### src/rtl/mbe_pkg.sv
// Shared types and constants of the multibrot escape-time block.
// No dependencies; imported by every module of the block.
`timescale 1ns / 1ps

package mbe_pkg;

    localparam int COORD_W    = 32;
    localparam int PROD_W     = 64;
    localparam int DEGREE_W   = 4;
    localparam int APB_DATA_W = 32;
    localparam int APB_ADDR_W = 3;

    typedef logic signed [COORD_W-1:0] coord_t;
    typedef logic signed [PROD_W-1:0]  prod_t;
    typedef logic [DEGREE_W-1:0]       degree_t;

    // Register index, taken from paddr[2]
    typedef enum logic
    {
        REG_MAX_ITER = 1'b0,
        REG_DEGREE   = 1'b1
    } reg_idx_t;

    typedef enum logic [4:0]
    {
        ST_IDLE = 5'b00001,
        ST_MUL  = 5'b00010,
        ST_ADD  = 5'b00100,
        ST_MAG  = 5'b01000,
        ST_OUT  = 5'b10000
    } seq_state_t;

endpackage

### src/rtl/mbe_mul.sv
// Shared 32x32 signed multiplier with a registered 64-bit product.
// Depends on mbe_pkg for the operand and product types.
`timescale 1ns / 1ps

module mbe_mul
(
    input  logic           clk,
    input  mbe_pkg::coord_t a,
    input  mbe_pkg::coord_t b,
    output mbe_pkg::prod_t  prod
);
    import mbe_pkg::*;

    prod_t prod_reg;
    prod_t prod_next;

    assign prod_next = prod_t'(a) * prod_t'(b);

    always_ff @(posedge clk)
    begin
        prod_reg <= prod_next;
    end

    assign prod = prod_reg;

endmodule

### src/rtl/mbe_regs.sv
// APB configuration registers: iteration limit and exponent.
// Depends on mbe_pkg for register indexes and bus widths.
`timescale 1ns / 1ps

module mbe_regs
#(
    parameter int MAX_DEGREE = 8,
    parameter int COUNT_BITS = 16,
    parameter int MI_W       = 16
)
(
    input  logic                           clk,
    input  logic                           rst_n,
    input  logic                           psel,
    input  logic                           penable,
    input  logic                           pwrite,
    input  logic [mbe_pkg::APB_ADDR_W-1:0] paddr,
    input  logic [mbe_pkg::APB_DATA_W-1:0] pwdata,
    output logic [mbe_pkg::APB_DATA_W-1:0] prdata,
    output logic                           pready,
    output logic [MI_W-1:0]                max_iter,
    output mbe_pkg::degree_t               degree
);
    import mbe_pkg::*;

    localparam logic [MI_W-1:0] MAX_ITER_RST = MI_W'(256);
    localparam degree_t         DEGREE_RST   = DEGREE_W'(2);
    localparam degree_t         DEGREE_MIN   = DEGREE_W'(2);

    logic [MI_W-1:0]       max_iter_reg;
    logic [MI_W-1:0]       max_iter_next;
    degree_t               degree_reg;
    degree_t               degree_next;
    logic                  wr_en;
    reg_idx_t              idx;
    logic [COUNT_BITS-1:0] wr_iter;
    degree_t               wr_degree;

    assign pready    = 1'b1;
    assign wr_en     = psel & penable & pwrite & pready;
    assign idx       = reg_idx_t'(paddr[2]);
    assign wr_iter   = pwdata[COUNT_BITS-1:0];
    assign wr_degree = pwdata[DEGREE_W-1:0];

    // Drop writes of a zero limit or an exponent out of range
    always_comb
    begin
        max_iter_next = max_iter_reg;
        degree_next   = degree_reg;
        if (wr_en)
        begin
            case (idx)
                REG_MAX_ITER:
                begin
                    if (wr_iter != '0)
                        max_iter_next = MI_W'(wr_iter);
                end
                REG_DEGREE:
                begin
                    if (wr_degree >= DEGREE_MIN && 32'(wr_degree) <= MAX_DEGREE)
                        degree_next = wr_degree;
                end
                default:
                begin
                    max_iter_next = max_iter_reg;
                end
            endcase
        end
    end

    always_comb
    begin
        case (idx)
            REG_MAX_ITER: prdata = APB_DATA_W'(max_iter_reg);
            REG_DEGREE:   prdata = APB_DATA_W'(degree_reg);
            default:      prdata = '0;
        endcase
    end

    always_ff @(posedge clk or negedge rst_n)
    begin
        if (!rst_n)
        begin
            max_iter_reg <= MAX_ITER_RST;
            degree_reg   <= DEGREE_RST;
        end
        else
        begin
            max_iter_reg <= max_iter_next;
            degree_reg   <= degree_next;
        end
    end

    assign max_iter = max_iter_reg;
    assign degree   = degree_reg;

endmodule

### src/rtl/mbe_seq.sv
// Iteration sequencer and datapath around the shared multiplier.
// Depends on mbe_pkg and instantiates mbe_mul.
`timescale 1ns / 1ps

module mbe_seq
#(
    parameter int FRAC_BITS = 28,
    parameter int MI_W      = 16
)
(
    input  logic             clk,
    input  logic             rst_n,
    input  logic [MI_W-1:0]  max_iter,
    input  mbe_pkg::degree_t degree,
    input  logic             in_valid,
    output logic             in_ready,
    input  mbe_pkg::coord_t  c_re,
    input  mbe_pkg::coord_t  c_im,
    output logic             res_valid,
    input  logic             res_ready,
    output logic [MI_W-1:0]  res_count,
    output logic             res_escaped
);
    import mbe_pkg::*;

    // Product phases of one complex multiply, and of the magnitude check
    localparam logic [2:0] PH_AC  = 3'd0;
    localparam logic [2:0] PH_BD  = 3'd1;
    localparam logic [2:0] PH_AD  = 3'd2;
    localparam logic [2:0] PH_BC  = 3'd3;
    localparam logic [2:0] PH_IM  = 3'd4;
    localparam logic [2:0] PH_RE2 = 3'd0;
    localparam logic [2:0] PH_IM2 = 3'd1;

    localparam bit HAVE_LIMIT = (2 * FRAC_BITS + 2) < 64;
    localparam logic [PROD_W:0] MAG_LIMIT =
        HAVE_LIMIT ? ((PROD_W+1)'(4) << (2 * FRAC_BITS)) : '0;

    // Clamp the exact sum to 64 bits with saturation, floor-shift, clamp to 32
    function automatic logic [COORD_W:0] prod_to_coord(input logic signed [PROD_W:0] s);
        logic signed [PROD_W-1:0] s64;
        logic signed [PROD_W-1:0] sh;
        logic [COORD_W:0]         r;
        begin
            if (s[PROD_W] != s[PROD_W-1])
                s64 = s[PROD_W] ? {1'b1, {(PROD_W-1){1'b0}}} : {1'b0, {(PROD_W-1){1'b1}}};
            else
                s64 = s[PROD_W-1:0];
            sh = s64 >>> FRAC_BITS;
            if (sh > PROD_W'(64'sd2147483647))
                r = {1'b1, 1'b0, {(COORD_W-1){1'b1}}};
            else if (sh < -64'sd2147483648)
                r = {1'b1, 1'b1, {(COORD_W-1){1'b0}}};
            else
                r = {1'b0, sh[COORD_W-1:0]};
            return r;
        end
    endfunction

    function automatic logic [COORD_W:0] add_clamp(input coord_t a, input coord_t b);
        logic signed [COORD_W:0] s;
        logic [COORD_W:0]        r;
        begin
            s = {a[COORD_W-1], a} + {b[COORD_W-1], b};
            if (s[COORD_W] != s[COORD_W-1])
                r = {1'b1, s[COORD_W], {(COORD_W-1){~s[COORD_W]}}};
            else
                r = {1'b0, s[COORD_W-1:0]};
            return r;
        end
    endfunction

    seq_state_t      state_reg, state_next;
    logic [2:0]      ph_reg, ph_next;
    degree_t         k_reg, k_next;
    logic [MI_W-1:0] iter_reg, iter_next;
    coord_t          c_re_reg, c_re_next;
    coord_t          c_im_reg, c_im_next;
    coord_t          z_re_reg, z_re_next;
    coord_t          z_im_reg, z_im_next;
    coord_t          acc_re_reg, acc_re_next;
    coord_t          acc_im_reg, acc_im_next;
    coord_t          tmp_re_reg, tmp_re_next;
    prod_t           sum_reg, sum_next;
    logic            sat_reg, sat_next;
    logic [MI_W-1:0] count_reg, count_next;
    logic            esc_reg, esc_next;

    coord_t            mul_a;
    coord_t            mul_b;
    prod_t             prod;
    logic [COORD_W:0]  cm_diff;
    logic [COORD_W:0]  cm_sum;
    logic [COORD_W:0]  add_re;
    logic [COORD_W:0]  add_im;
    logic [PROD_W:0]   mag;
    logic              last_mul;
    logic              last_iter;
    logic              escape;

    mbe_mul u_mul
    (
        .clk  (clk),
        .a    (mul_a),
        .b    (mul_b),
        .prod (prod)
    );

    assign cm_diff   = prod_to_coord({sum_reg[PROD_W-1], sum_reg} - {prod[PROD_W-1], prod});
    assign cm_sum    = prod_to_coord({sum_reg[PROD_W-1], sum_reg} + {prod[PROD_W-1], prod});
    assign add_re    = add_clamp(acc_re_reg, c_re_reg);
    assign add_im    = add_clamp(acc_im_reg, c_im_reg);
    // Both squares are non-negative, so add them as unsigned
    assign mag       = {1'b0, sum_reg} + {1'b0, prod};
    assign last_mul  = ({1'b0, k_reg} + (DEGREE_W+1)'(1)) == {1'b0, degree};
    assign last_iter = ({1'b0, iter_reg} + (MI_W+1)'(1)) == {1'b0, max_iter};
    assign escape    = sat_reg || (HAVE_LIMIT && (mag > MAG_LIMIT));

    always_comb
    begin
        state_next  = state_reg;
        ph_next     = ph_reg;
        k_next      = k_reg;
        iter_next   = iter_reg;
        c_re_next   = c_re_reg;
        c_im_next   = c_im_reg;
        z_re_next   = z_re_reg;
        z_im_next   = z_im_reg;
        acc_re_next = acc_re_reg;
        acc_im_next = acc_im_reg;
        tmp_re_next = tmp_re_reg;
        sum_next    = sum_reg;
        sat_next    = sat_reg;
        count_next  = count_reg;
        esc_next    = esc_reg;
        mul_a       = acc_re_reg;
        mul_b       = z_re_reg;

        case (state_reg)
            ST_IDLE:
            begin
                if (in_valid)
                begin
                    c_re_next   = c_re;
                    c_im_next   = c_im;
                    z_re_next   = '0;
                    z_im_next   = '0;
                    acc_re_next = '0;
                    acc_im_next = '0;
                    iter_next   = '0;
                    k_next      = DEGREE_W'(1);
                    ph_next     = PH_AC;
                    sat_next    = 1'b0;
                    state_next  = ST_MUL;
                end
            end
            ST_MUL:
            begin
                case (ph_reg)
                    PH_AC:
                    begin
                        mul_a   = acc_re_reg;
                        mul_b   = z_re_reg;
                        ph_next = PH_BD;
                    end
                    PH_BD:
                    begin
                        mul_a    = acc_im_reg;
                        mul_b    = z_im_reg;
                        sum_next = prod;
                        ph_next  = PH_AD;
                    end
                    PH_AD:
                    begin
                        mul_a       = acc_re_reg;
                        mul_b       = z_im_reg;
                        tmp_re_next = cm_diff[COORD_W-1:0];
                        sat_next    = sat_reg | cm_diff[COORD_W];
                        ph_next     = PH_BC;
                    end
                    PH_BC:
                    begin
                        mul_a    = acc_im_reg;
                        mul_b    = z_re_reg;
                        sum_next = prod;
                        ph_next  = PH_IM;
                    end
                    default:
                    begin
                        acc_re_next = tmp_re_reg;
                        acc_im_next = cm_sum[COORD_W-1:0];
                        sat_next    = sat_reg | cm_sum[COORD_W];
                        ph_next     = PH_AC;
                        if (last_mul)
                            state_next = ST_ADD;
                        else
                            k_next = k_reg + DEGREE_W'(1);
                    end
                endcase
            end
            ST_ADD:
            begin
                z_re_next   = add_re[COORD_W-1:0];
                z_im_next   = add_im[COORD_W-1:0];
                acc_re_next = add_re[COORD_W-1:0];
                acc_im_next = add_im[COORD_W-1:0];
                sat_next    = sat_reg | add_re[COORD_W] | add_im[COORD_W];
                ph_next     = PH_RE2;
                state_next  = ST_MAG;
            end
            ST_MAG:
            begin
                case (ph_reg)
                    PH_RE2:
                    begin
                        mul_a   = z_re_reg;
                        mul_b   = z_re_reg;
                        ph_next = PH_IM2;
                    end
                    PH_IM2:
                    begin
                        mul_a    = z_im_reg;
                        mul_b    = z_im_reg;
                        sum_next = prod;
                        ph_next  = PH_IM;
                    end
                    default:
                    begin
                        ph_next = PH_AC;
                        if (escape)
                        begin
                            count_next = iter_reg;
                            esc_next   = 1'b1;
                            state_next = ST_OUT;
                        end
                        else if (last_iter)
                        begin
                            count_next = max_iter;
                            esc_next   = 1'b0;
                            state_next = ST_OUT;
                        end
                        else
                        begin
                            iter_next  = iter_reg + MI_W'(1);
                            k_next     = DEGREE_W'(1);
                            sat_next   = 1'b0;
                            state_next = ST_MUL;
                        end
                    end
                endcase
            end
            ST_OUT:
            begin
                if (res_ready)
                    state_next = ST_IDLE;
            end
            default:
            begin
                state_next = ST_IDLE;
            end
        endcase
    end

    always_ff @(posedge clk or negedge rst_n)
    begin
        if (!rst_n)
        begin
            state_reg <= ST_IDLE;
            ph_reg    <= PH_AC;
            k_reg     <= '0;
            iter_reg  <= '0;
            sat_reg   <= 1'b0;
        end
        else
        begin
            state_reg <= state_next;
            ph_reg    <= ph_next;
            k_reg     <= k_next;
            iter_reg  <= iter_next;
            sat_reg   <= sat_next;
        end
    end

    always_ff @(posedge clk)
    begin
        c_re_reg   <= c_re_next;
        c_im_reg   <= c_im_next;
        z_re_reg   <= z_re_next;
        z_im_reg   <= z_im_next;
        acc_re_reg <= acc_re_next;
        acc_im_reg <= acc_im_next;
        tmp_re_reg <= tmp_re_next;
        sum_reg    <= sum_next;
        count_reg  <= count_next;
        esc_reg    <= esc_next;
    end

    assign in_ready    = (state_reg == ST_IDLE);
    assign res_valid   = (state_reg == ST_OUT);
    assign res_count   = count_reg;
    assign res_escaped = esc_reg;

endmodule

### src/rtl/multibrot_escape_time.sv
// Top level of the multibrot escape-time block: stream ports, APB registers,
// output register. Depends on mbe_pkg, mbe_regs, mbe_seq (and mbe_mul below it).
`timescale 1ns / 1ps

// Usage
//   Input stream (s_t*): one request per point c, c_re in s_tdata[31:0] and
//   c_im in s_tdata[63:32], both signed with FRAC_BITS fraction bits.
//   Output stream (m_t*): m_tdata holds the escape count (zero-based index of
//   the escaping iteration, or max_iterations when the point stays bounded);
//   m_tuser is the escaped flag.
//   APB port: register 0 (byte 0) is max_iterations, register 1 (byte 4) is
//   degree. Writes of a zero limit or a degree outside 2..MAX_DEGREE are
//   dropped. Write only while no point is in flight.
// Datapath
//   One shared 32x32 multiplier does all the work. An iteration runs degree-1
//   complex multiplies by z, then adds c and checks the magnitude. A point shows
//   on m_tvalid once its iterations end and the output register is free; s_tready
//   rises with it, so a new request is taken only after the last result has left
//   the sequencer.
// Reset and stalls
//   Reset returns the registers to max_iterations=256, degree=2, and empties
//   the sequencer and the output register. A stalled receiver holds the result
//   in the output register; the next point is still accepted meanwhile, and
//   the sequencer holds its finished result until the output register frees.
module multibrot_escape_time
#(
    parameter int MAX_DEGREE = 8,
    parameter int FRAC_BITS  = 28,
    parameter int COUNT_BITS = 16
)
(
    input  logic                              clk,
    input  logic                              rst_n,
    // APB configuration
    input  logic                              psel,
    input  logic                              penable,
    input  logic                              pwrite,
    input  logic [mbe_pkg::APB_ADDR_W-1:0]    paddr,
    input  logic [mbe_pkg::APB_DATA_W-1:0]    pwdata,
    output logic [mbe_pkg::APB_DATA_W-1:0]    prdata,
    output logic                              pready,
    // Point stream
    input  logic                              s_tvalid,
    output logic                              s_tready,
    input  logic [2*mbe_pkg::COORD_W-1:0]     s_tdata,   // c_re [31:0], c_im [63:32]
    // Result stream
    output logic                              m_tvalid,
    input  logic                              m_tready,
    output logic [((COUNT_BITS+7)/8)*8-1:0]   m_tdata,   // escape_count [COUNT_BITS-1:0]
    output logic                              m_tuser    // escaped [0]
);
    import mbe_pkg::*;

    localparam int OUT_W = ((COUNT_BITS + 7) / 8) * 8;
    // Iteration counter wide enough for the reset limit of 256
    localparam int MI_W  = (COUNT_BITS > 9) ? COUNT_BITS : 9;

    logic [MI_W-1:0]       max_iter;
    degree_t               degree;
    logic                  res_valid;
    logic                  res_ready;
    logic [MI_W-1:0]       res_count;
    logic                  res_escaped;

    logic                  m_valid_reg, m_valid_next;
    logic [COUNT_BITS-1:0] count_reg, count_next;
    logic                  esc_reg, esc_next;
    logic                  load;

    mbe_regs
    #(
        .MAX_DEGREE (MAX_DEGREE),
        .COUNT_BITS (COUNT_BITS),
        .MI_W       (MI_W)
    )
    u_regs
    (
        .clk      (clk),
        .rst_n    (rst_n),
        .psel     (psel),
        .penable  (penable),
        .pwrite   (pwrite),
        .paddr    (paddr),
        .pwdata   (pwdata),
        .prdata   (prdata),
        .pready   (pready),
        .max_iter (max_iter),
        .degree   (degree)
    );

    mbe_seq
    #(
        .FRAC_BITS (FRAC_BITS),
        .MI_W      (MI_W)
    )
    u_seq
    (
        .clk         (clk),
        .rst_n       (rst_n),
        .max_iter    (max_iter),
        .degree      (degree),
        .in_valid    (s_tvalid),
        .in_ready    (s_tready),
        .c_re        (s_tdata[COORD_W-1:0]),
        .c_im        (s_tdata[2*COORD_W-1:COORD_W]),
        .res_valid   (res_valid),
        .res_ready   (res_ready),
        .res_count   (res_count),
        .res_escaped (res_escaped)
    );

    // Output register frees when empty or when the receiver takes its result
    assign res_ready = !m_valid_reg || m_tready;
    assign load      = res_valid && res_ready;

    always_comb
    begin
        m_valid_next = m_valid_reg;
        count_next   = count_reg;
        esc_next     = esc_reg;
        if (load)
        begin
            m_valid_next = 1'b1;
            // Drop the bits above the count width
            count_next   = res_count[COUNT_BITS-1:0];
            esc_next     = res_escaped;
        end
        else if (m_tready)
        begin
            m_valid_next = 1'b0;
        end
    end

    always_ff @(posedge clk or negedge rst_n)
    begin
        if (!rst_n)
            m_valid_reg <= 1'b0;
        else
            m_valid_reg <= m_valid_next;
    end

    always_ff @(posedge clk)
    begin
        count_reg <= count_next;
        esc_reg   <= esc_next;
    end

    assign m_tvalid = m_valid_reg;
    assign m_tdata  = OUT_W'(count_reg);
    assign m_tuser  = esc_reg;

endmodule

### config.mk
export PLATFORM = sky130hd
export DESIGN_NAME = multibrot_escape_time
export DESIGN_NICKNAME = d
export VERILOG_FILES = /design/src/rtl/mbe_pkg.sv /design/src/rtl/mbe_mul.sv /design/src/rtl/mbe_regs.sv /design/src/rtl/mbe_seq.sv /design/src/rtl/multibrot_escape_time.sv
export SDC_FILE = /design/constraint.sdc
export NUM_CORES = 2
export LEC_CHECK = 0
export BUFFER_PORTS_ARGS = -buffer_cell sky130_fd_sc_hd__clkbuf_2
export CORE_MARGIN = 2
export CORE_UTILIZATION = 50
export CTS_CLUSTER_DIAMETER = 150
export DETAILED_ROUTE_END_ITERATION = 7
export PLACE_DENSITY = 0.66
export SYNTH_ARGS = -nofsm -noshare
export SYNTH_HDL_FRONTEND = slang
export SYNTH_SLANG_ARGS = --single-unit
### constraint.sdc
create_clock -name clk -period 18 [get_ports clk]
set_input_delay 3.6 -clock clk [delete_from_list [all_inputs] [get_ports clk]]
set_output_delay 3.6 -clock clk [all_outputs]
set_load 0.02 [all_outputs]
Word-level counts from Yosys, hierarchy flattened
Index checks and enable logic that the tools add are counted.
- reductions and logical operators: 33
- multiply operators: 1
- muxes and demuxes: 62
- equal/unequal tests: 25
- $add $sub $neg: 9
- bitwise operators: 10
- order comparisons: 7
- operators by type and width (kind ; number):
    64-bit two-way mux ; 6
    32-bit case mux with 2 select lines ; 6
    33-bit two-way mux ; 6
    32-bit two-way mux ; 6
    32-bit case mux with 3 select lines ; 2
    64-bit by 64-bit adder with 65-bit output ; 2
    64-bit case mux with 2 select lines ; 1
    16-bit two-way mux ; 6
    36-bit by 32-bit > comparator with 1-bit output (second input constant) ; 2
    36-bit by 32-bit less-than comparator with 1-bit output (second input constant) ; 2
    32-bit by 32-bit adder with 33-bit output ; 2
    65-bit by 59-bit > comparator with 1-bit output (second input constant) ; 1
    64-bit by 64-bit subtractor with 65-bit output ; 1
    32-bit by 32-bit multiplier with 64-bit output ; 1
    5-bit two-way mux ; 7
    16-bit case mux with 2 select lines ; 1
    5-bit case mux with 5 select lines ; 1
    4-bit two-way mux ; 6
    3-bit case mux with 4 select lines ; 2
    16-bit by 1-bit adder with 17-bit output (second input constant) ; 1
    17-bit by 16-bit equality test with 1-bit output ; 1
    16-bit by 1-bit adder with 16-bit output (second input constant) ; 1
    2-bit inequality test (second input constant) ; 8
    16-bit nonzero test ; 1
    38 further kinds ; 74
- input port bits: 106
- logic and storage cells: 168
- bits in registers: 436
- output and inout port bits: 52

Depth between registers and ports, before layout
- word-level depth: 9
- gate-level depth with buffers: 40
- gate-level depth less buffers: 37

By module
From an unflattened synthesis, not the netlist that was laid out.
- cell total of the unflattened synthesis: 7061
- area, all modules: 65828.1 um^2
- by module, submodules not included (module ; seq. area each (um^2) ; instances ; area an instance (um^2) ; cells each):
    mbe_mul ; 1281.2 ; 1 ; 37995.2 ; 4104
    mbe_seq ; 9885.7 ; 1 ; 25908.6 ; 2797
    mbe_regs ; 503.0 ; 1 ; 1360.1 ; 139
    multibrot_escape_time ; 535.5 ; 1 ; 564.3 ; 21

Least setup slack after synthesis
No wires, ideal clock.
- path kind: register to register
- from: register u_seq.state_reg[3]
- to: register u_seq.u_mul.prod_reg[60], in the netlist u_seq.u_mul.prod[60]
- slack: 8.120 ns
- arrival: 9.808 ns
- path buffers: 2
- stages on the path, launching flop included: 35
- setup time: 0.072 ns
- cell sequence: dfrtp_1 or3_1 nor3b_1 nand2_1 nor2_1 a21oi_1 nor2_1 buf_1 mux2i_1 clkbuf_1 nor2_1 fa_1 fa_1 fa_1 inv_1 fa_1 inv_1 fa_1 inv_1 fa_1 inv_1 fa_1 fa_1 ha_1 and3_1 and3_1 a32oi_1 a2111oi_0 o2111a_1 o31ai_1 o211ai_1 a31oi_1 o21ai_0 a221oi_1 xnor2_1
- longest elaborated chain between the ends: 3
- elaborated cells between the ends (all ways): 5
- classes of those cells: mul (1); eq/ne (2); mux (2)
- ends and longest elaborated chain (what ; RTL line ; source):
    from (decl) ; mbe_seq.sv:73 ; seq_state_t state_reg, state_next;
    from (signal assigned) ; mbe_seq.sv:276 ; state_reg <= state_next;
    5-bit by 4-bit equality test with 1-bit output / 5-bit by 2-bit equality test with 1-bit output (equally long branches) ; mbe_seq.sv:139 ; case (state_reg)
    32-bit case mux with 2 select lines ; mbe_seq.sv:139 ;
    32-bit by 32-bit multiplier with 64-bit output * ; mbe_mul.sv:17 ; assign prod_next = prod_t'(a) * prod_t'(b);
    via u_seq.u_mul.prod_next[60] ; mbe_mul.sv:15 ; prod_t prod_next;
    to (signal assigned) ; mbe_mul.sv:21 ; prod_reg <= prod_next;
    to (decl) ; mbe_mul.sv:14 ; prod_t prod_reg;
Mark *: on every way through the listed nets, which the timed path passes. The rest lies on a longest branch.
A chain may end at the register's enable or synchronous reset.

Worst setup path after layout
- from: register u_seq.state_reg[1]
- to: register u_seq.u_mul.prod_reg[56], in the netlist u_seq.u_mul.prod[56]
Same word-level chain as after synthesis.

==> impl_results.md <==
- Outcome: complete, no violations
- TritonCTS Buffers: 52
- Clock skew: 94.5 ps
- Worst setup SP type: flop
- Grt met3 use: 6.01%
- DIE HEIGHT: 362 um
- Die ar.: 131000 um2
- Synth cell count leaders: inv_1 (1149), fa_1 (1085), nor2_1 (787)
- I/O Buffers: 122
- Max Cap Viol: 0
- Synthesized cell area: 64100 um2
- Crit. End Element: flop
- Largest net degree at the start of global routing: 65
- HP Class: flop to flop
- Root Driver: clkbuf_16
- Routed Wire Length: 221 mm
- Arrival time worst endpoint: 13110 ps
- Worst r2r dst: u_seq.u_mul.prod[56]$_DFF_P_
- Critical-path top delay cell: a221oi_2
- Final Hold Viols: 0
- GR Util All Layers: 34.2%
- Sink Count: 436
- Final setup violation count: 0
- Vias in the first global route: 53.4k
- CTS tree: built
- Via density: 6.03
- Core Rows: 131
- Grt total ovfl: 0
- Sequential element share of the synthesized area: 19.0%
- Fin crit share: 69.9%
- R2r startpoint: u_seq.state_reg[1]$_DFFE_PN0P_
- Rel. slew slack: 13.7%
- Initial antenna violation count: 7
- Worst slew pin tran: 1290 ps
- Die width: 362 um
- CP Buf/Inv Count: 7
- Top-area cell type share of the netlist area: 33.9%
- Max Slew Vio Count: 0
- Synth Register Bits: 436
- Netlist cell types: 94
- R2R depth: 33
- Syn avg cell area: 9.25 um2
- Post-synth top flop: edfxtp_1
- First-pass GRT wire length: 334 mm
- Reg clk slew, reported paths: 70 ps
- WHS Path Cells: 0
- DP Wirelength: 176 mm
- DRT iter0 DRCs: 5185
- Fillers: 11.5k
- Grt met1 use: 45.6%
- RD Place Congestion: 0.988
- Min-delay src: u_seq.res_count[5]$_DFFE_PP_
- Area growth, synth to finish: 7.34%
- Top-count cell post-synth: inv_1
- WHS Endpoint: m_tdata[5]$_DFFE_PP_
- Place WS: 5660 ps
- Required time of the critical path: 18540 ps
- Pre-antenna DRT Iters: 6
- Layout cells sized above 1: 7.22%
- Max clock buf depth: 3
- # hold bufs at CTS: 0
- FF-to-FF setup slack: 5430 ps
- Synthesis Warnings: 0
- Core Area: 127000 um2
- Drt wl/cell: 25.6 um
- Fmax: 0.0795 GHz
- Num ports: 158
- Remaining DRCs: 0
- FFs w/ async S/R, synth: 11.5%
- TNS Setup: 0 ps
- Crit path largest cell delay: 760 ps
- Antenna-violating nets left: 0
- Post-layout nets: 8509
- # resized after CTS: 0
- GRT Max-Usage Layer: met2
- Post-CTS Setup Inserts: 0
- Critical Path Most Common Cell: fa_1
- Post-Synthesis Cells: 6934
- Skew-Pair Late Insertion Delay: 690 ps
- H-tree depth: 2
- Initial core utilization: 50.3%
- Crit Path Max Fanout: 48
- M2 GR Usage: 52.6%
- Via Count: 52.1k
- CP top delay family: adder cells
- EDFF count, synth: 322
- Crit Path Class: flop to flop
- Top cells by area, synth: fa_1 (34%), edfxtp_1 (15%), ha_1 (7.4%)
- RSZ-0062 raised after global routing: false
- Setup ws final: 5430 ps
- Synth area leader: fa_1
- Min Tclk post-route: 12570 ps
-- cell usage in the layout, fill, tap and decap left out, types with 22 or more instances in the layout --
cell       synthesis  routed
or2_2             28      28
o21ai_0          201     201
mux2i_1           43      24
xor2_1            49      49
ha_1             378     378
a21o_1           156     156
a31oi_1           43      43
and3_1            29      29
fa_1            1085    1085
edfxtp_1         322     322
clkbuf_2           0     122
nand2_1          710     709
nor4_1            53      53
dfxtp_1           64      64
a221oi_1          39      22
clkbuf_16          0      52
nor2b_1           53      53
a211oi_1          32      32
nor2_1           787     783
mux2_2            57      57
buf_4             18     130
dfrtp_1           47      47
o21a_1            25      25
o21bai_1          49      49
nor3_1            83      80
o211ai_1          29      29
inv_1           1149    1148
o31ai_1           54      54
xnor2_1          167     167
or3_1             48      48
nand2b_1          44      44
nand4_1           57      57
a21oi_1          363     353
nand3_1           75      75
-- how the worst max path moves through the flow --
stage | from | endpoint | slack, ps | cells past startpoint
floorplan | u_seq.state_reg[3]$_DFFE_PN0P_ | u_seq.u_mul.prod[60]$_DFF_P_ | 8120 | 34
global placement | u_seq.state_reg[3]$_DFFE_PN0P_ | u_seq.u_mul.prod[52]$_DFF_P_ | 5770 | 33
detailed placement | u_seq.state_reg[2]$_DFFE_PN0P_ | u_seq.u_mul.prod[52]$_DFF_P_ | 5660 | 31
CTS | u_seq.state_reg[2]$_DFFE_PN0P_ | u_seq.u_mul.prod[52]$_DFF_P_ | 5610 | 31
global route | u_seq.state_reg[2]$_DFFE_PN0P_ | u_seq.u_mul.prod[52]$_DFF_P_ | 5050 | 31
finish | u_seq.state_reg[1]$_DFFE_PN0P_ | u_seq.u_mul.prod[56]$_DFF_P_ | 5430 | 33
-- logic make-up after synthesis --
family          Yosys count  share of synthesized area [%]
other cells               2                         0.0117
fa+ha+maj              1465                           41.3
xor+xnor                216                           2.95
flops                   436                           19.0
compound gates         1186                           12.1
buf+inv                1471                           8.72
mux                     114                           1.92
simple gates           2044                           14.0
-- per-stage QoR --
stage                     hold WS (ps)  util [%]  cell area (um2)  instances
after floorplan                    400         -            64200       6949
after global placement             409      52.6            67000       8548
after detailed placement           405      52.6            67000       8548
after CTS                          409      54.0            68800       8644
after global routing               425      54.0            68800       8644
final                              410      54.0            68800       8649
-- metal layers --
| metal | routed length [um] | vias to the layer above |
|---|---|---|
| li1 | - | 22500 |
| met1 | 86400 | 26500 |
| met3 | 20900 | 534 |
| met2 | 97900 | 2567 |
| met5 | 27 | - |
| met4 | 16000 | 4 |
-- worst reg2reg max path, delay by kind of cell, from the launching register on --
family,cells,cell delay (ps)
buffers and inverters,7,1610
adders and majority gates,9,4390
DFF,1,420
AOI/OAI and AO/OA,9,3770
and+or+nand+nor,7,1830
xor gates and xnor gates,1,400
-- cell type report --
class                      instances  area [um2]  share of cell area [%]
multi-input combinational       5042       46800                    68.0
sequential                       436       12200                    17.7
inverter                        1156        4340                    6.31
tap                             1662        2080                    3.02
timing repair buffer             252        1590                    2.31
clock buffer                      65        1420                    2.06
clock inverter                    31         400                   0.582
antenna                            5        12.5                  0.0182
Power is left out: the tool's default activity adds up to more than one toggle a clock period on the data nets, which glitch-free logic cannot reach.
